<file path="src/hdl/htbd_pkg.sv">
// ----------------------------------------------------------------------------
// htbd_pkg: shared types and constants of the Huffman tree build decoder
// Command format between the front queue and the decode engine, sizes of the
// alphabet list and of the node store.
// ----------------------------------------------------------------------------
package htbd_pkg;

   localparam int MAX_SYMBOLS = 256;
   localparam int WEIGHT_BITS = 32;
   localparam int NODE_DEPTH  = 2 * MAX_SYMBOLS - 1;
   localparam int LIST_AW     = $clog2(MAX_SYMBOLS);
   localparam int LEN_W       = LIST_AW + 1;
   localparam int NODE_AW     = 9;
   localparam int NODE_W      = 27;
   localparam int LEAF_BIT    = 26;
   localparam int SYM_LSB     = 18;
   localparam int NBITS_W     = 4;
   localparam int QUEUE_DEPTH = 4;
   localparam int QUEUE_AW    = $clog2(QUEUE_DEPTH);

   typedef enum logic {
      OP_ENTRY = 1'b0,
      OP_DATA  = 1'b1
   } op_type;

   typedef struct packed {
      op_type                 op;
      logic [7:0]             symbol;
      logic [WEIGHT_BITS-1:0] frequency;
      logic [7:0]             data_byte;
      logic                   last;
      logic [NBITS_W-1:0]     nbits;
   } cmd_type;

endpackage

</file>
<file path="src/hdl/htbd_front.sv">
// ----------------------------------------------------------------------------
// htbd_front: input queue of the Huffman tree build decoder
// Accepts request transactions, classifies them into entry or payload commands
// with the count of bits to decode, and queues them for the engine.
// ----------------------------------------------------------------------------
module htbd_front (
   input  logic                          clock,
   input  logic                          reset,
   input  logic                          req_valid,
   output logic                          req_stall,
   input  logic                          req_kind,
   input  logic [7:0]                    req_entry_symbol,
   input  logic [31:0]                   req_entry_frequency,
   input  logic [7:0]                    req_data_byte,
   input  logic                          req_last_byte,
   input  logic [2:0]                    req_pad_bits,
   output logic                          cmd_vld,
   output htbd_pkg::cmd_type             cmd,
   input  logic                          cmd_pop
);
   import htbd_pkg::*;

   cmd_type                queue_ff [QUEUE_DEPTH];
   logic [QUEUE_AW-1:0]    wr_ptr_ff, wr_ptr_in;
   logic [QUEUE_AW-1:0]    rd_ptr_ff, rd_ptr_in;
   logic [QUEUE_AW:0]      cnt_ff, cnt_in;
   cmd_type                new_cmd;
   logic                   push;
   logic                   pop;

   always_comb begin
      new_cmd.op        = req_kind ? OP_DATA : OP_ENTRY;
      new_cmd.symbol    = req_entry_symbol;
      new_cmd.frequency = WEIGHT_BITS'(req_entry_frequency);
      new_cmd.data_byte = req_data_byte;
      new_cmd.last      = req_last_byte;
      // only the final byte carries padding
      new_cmd.nbits     = req_last_byte ? NBITS_W'(4'd8 - {1'b0, req_pad_bits})
                                        : NBITS_W'(4'd8);
   end

   assign req_stall = (cnt_ff == (QUEUE_AW+1)'(QUEUE_DEPTH));
   assign push      = req_valid && !req_stall;
   assign cmd_vld   = (cnt_ff != '0);
   assign pop       = cmd_pop && cmd_vld;
   assign cmd       = queue_ff[rd_ptr_ff];

   always_comb begin
      wr_ptr_in = push ? wr_ptr_ff + 1'b1 : wr_ptr_ff;
      rd_ptr_in = pop ? rd_ptr_ff + 1'b1 : rd_ptr_ff;
      cnt_in    = cnt_ff + (QUEUE_AW+1)'(push) - (QUEUE_AW+1)'(pop);
   end

   always_ff @(posedge clock) begin
      if (push) begin
         queue_ff[wr_ptr_ff] <= new_cmd;
      end
   end

   always_ff @(posedge clock) begin
      if (reset) begin
         wr_ptr_ff <= '0;
         rd_ptr_ff <= '0;
         cnt_ff    <= '0;
      end else begin
         wr_ptr_ff <= wr_ptr_in;
         rd_ptr_ff <= rd_ptr_in;
         cnt_ff    <= cnt_in;
      end
   end

endmodule

</file>
<file path="config.mk">
export PLATFORM = sky130hd
export DESIGN_NAME = htbd_front
export DESIGN_NICKNAME = d
export VERILOG_FILES = /design/src/hdl/htbd_pkg.sv /design/src/hdl/htbd_front.sv
export SDC_FILE = /design/constraint.sdc
export NUM_CORES = 1
export LEC_CHECK = 0
export ABC_AREA = 1
export BUFFER_PORTS_ARGS = -buffer_cell sky130_fd_sc_hd__buf_2
export CAP_MARGIN = 40
export CORE_MARGIN = 1.5
export CORE_UTILIZATION = 57
export CTS_CLUSTER_DIAMETER = 120
export DETAILED_ROUTE_END_ITERATION = 10
export MAX_ROUTING_LAYER = met4
export PLACE_DENSITY = 0.78
export SLEW_MARGIN = 20
export SYNTH_ARGS = -nofsm -noshare
export SYNTH_HDL_FRONTEND = slang
export SYNTH_SLANG_ARGS = --single-unit
</file>
<file path="constraint.sdc">
create_clock -name clock -period 4.1 [get_ports clock]
set_clock_uncertainty 0.05 [all_clocks]
set_input_delay 0.205 -clock clock [delete_from_list [all_inputs] [get_ports clock]]
set_output_delay 0.205 -clock clock [all_outputs]
set_load 0.03 [all_outputs]
</file>
==> flow_summary.yaml <==
clock_tree:
  clockBufferDepth: 3
  cts_buffers: 23
  cts_tree: "built"
  cts_htree_levels: 1
  cts-root-buf: "clkbuf_16"
  clock_sinks: 225
  clk_pin_slew_ns: 0.06
  cts_setup_buffers: 0
  insertion_delay_ns: 0.49
  cts_resized: 0
timing:
  tightest_slew_ns: 0.772
  hold_viol: 0
  fmax_ghz: 0.361
  whs_ns: 0.0456
  drv_slew: 0
  setup_viol: 0
  tns_ns: 0
  finalCriticalPeriod_ns: 2.77
  rsz0062_at_grt: "false"
  fin_crit_sh: 0.675
  slew_headroom: 0.486
setup_path:
  max_stage_delay_ns: 0.80
  arrival_ns: 2.51
  start_kind: "flop"
  end_kind: "output port"
  worstPathCellList: "buf_4 -> o21ai_0 -> o22ai_1 -> buf_2"
  cp_data_required_time_ns: 3.85
  path_max_fanout: 70
  critPathSlowestCell: "dfxtp_4"
  critPathKind: "reg -> out"
  worst-r2r-cell-count: 5
logic_synthesis:
  synth_nets: 665
  ys_ff_latch: 225
  ys_types: 20
  syn_inst: 600
  syn-cell-area_um2: 8520
  syn_avg_cell_area_um2: 14.2
  synth_warnings: 0
  ys_seq_area_frac: 0.782
pwr:
  power.density_nw_per_um2: 641
  p_leak_uw: 0.00381
  ir_worst_vdd_mv: 0.437
detailed_routing:
  avgRoutedWirePerCell_um: 18.3
  route.detailed.drc: 0
  vias: 5395
  viasPerCell: 5.60
  ant_nets: 0
  dr.pass1.iters: 5
  first_iter_violations: 465
  wl_mm: 17.6
layout:
  layout-drive-gt1-share: 0.204
  nets: 828
  area_growth_pct: 23.5
  layout_commonest_cell: "edfxtp_1"
  num-fill-cells: 922
  final_util: 0.722
  layout_common_cells: "edfxtp_1 (216), nor2_1 (117), buf_2 (112), o21ai_0 (94), o22ai_1 (54)"
die:
  start_util: 0.584
  ioPinCount: 113
  core_um2: 14600
  die_h_um: 125
  die_w_um: 125
  die_area_um2: 15700
  rows: 44
place:
  port_buffers: 112
  dp_hpwl_mm: 9.56
  gp_congestion: 0.745
global_route:
  grt_remaining_overflow: 0
  grt_pass1_vias: 5483
  grt_pass1_wl_mm: 27.6
  grt_max_degree: 109
  track_usage: 0.231
  antenna_found_initial: 1
min_path:
  hold_path_depth: 2
  hp-class: "in -> reg"
run_status:
  run_status: "complete, no violations"
job:
  cap_violations: 0
==> critical path, delay by kind of cell (launching register included) <==
kind | cells | cell delay (ns)
buffers and inverters | 2 | 0.72
AOI/OAI and AO/OA | 2 | 0.46
DFF | 1 | 0.80
==> report_power, final <==
group | switching (µW) | total (µW) | leakage (µW) | internal [µW]
clock | 800 | 2060 | 0.000367 | 1260
combinational | 1280 | 1770 | 0.00139 | 484
sequential | 121 | 2930 | 0.00206 | 2800
==> state kept, by name, indices dropped and copies added, names as in the netlist, named ones only <==
signal     count
queue_ff     216
rd_ptr_ff      2
wr_ptr_ff      2
cnt_ff         3
==> final timing paths <==
path | end | start | slack (ns)
worst max-delay path | cmd[52] | flop | 1.33
worst min-delay path | queue_ff[0][3] | req_pad_bits[1] | 0.05
worst max register to register | queue_ff[0][13] | cnt_ff[1] | 1.74
worst min register to register | rd_ptr_ff[0] | rd_ptr_ff[0] | 0.44
==> final cells by class <==
type	instances	area, µm²	share of cell area
Antenna cell	1	2.50	0.000238
Tap cell	184	230	0.0219
Inverter	23	91.3	0.00868
Sequential cell	225	6670	0.634
Clock buffer	31	626	0.0594
Multi-Input combinational cell	318	1590	0.151
Timing Repair Buffer	172	1190	0.113
Clock inverter	9	125	0.0119
==> per-layer routing <==
| metal | vias to the layer above | track usage | part of all wire |
|---|---|---|---|
| met4 | 0 | 0.0762 | 0.021 |
| met2 | 174 | 0.394 | 0.52 |
| met3 | 34 | 0.0389 | 0.053 |
| met1 | 2636 | 0.284 | 0.40 |
| li1 | 2551 | - | - |
| met5 | - | - | 0 |
==> metrics by stage <==
step                worst slack, ns  cells  area (µm²)  power [µW]
finish                         1.33    963       10500        6750
global route                   1.18    963       10500        7040
CTS                            1.33    962       10500        6790
floorplan                     0.656    600        8520        4190
detailed placement             1.75    869        9240        4700
global placement               1.80    868        9220        4620
==> cells by family after synthesis <==
family | Yosys count | synth area share
AOI/OAI and AO/OA | 171 | 0.109
DFF | 225 | 0.782
adders and majority gates | 8 | 0.0126
buffers and inverters | 57 | 0.0345
and+or+nand+nor | 139 | 0.0618
==> repair_timing <==
item                                    in CTS  in global routing
hold endpoints to repair                   205                  0
hold buffers                                53                  0
endpoints found under the setup margin       0                  0
==> cell usage after synthesis <==
| library cell | n | area share |
|---|---|---|
| inv_1 | 21 | 0.0092 |
| nor2_1 | 121 | 0.053 |
| fa_1 | 1 | 0.0023 |
| buf_2 | 20 | 0.012 |
| o21ai_0 | 94 | 0.055 |
| a21boi_0 | 1 | 0.00088 |
| inv_6 | 1 | 0.0010 |
| dfxtp_1 | 9 | 0.021 |
| buf_4 | 3 | 0.0026 |
| clkbuf_2 | 7 | 0.0041 |
| ha_1 | 7 | 0.010 |
| nand2_1 | 14 | 0.0062 |
| a21oi_1 | 6 | 0.0035 |
| o22ai_1 | 54 | 0.040 |
| buf_6 | 4 | 0.0053 |
| nand3_1 | 4 | 0.0023 |
| o31ai_1 | 1 | 0.00088 |
| o21ai_1 | 15 | 0.0088 |
| inv_2 | 1 | 0.00044 |
| edfxtp_1 | 216 | 0.76 |
No activity file was read; power rests on OpenSTA's default activity.
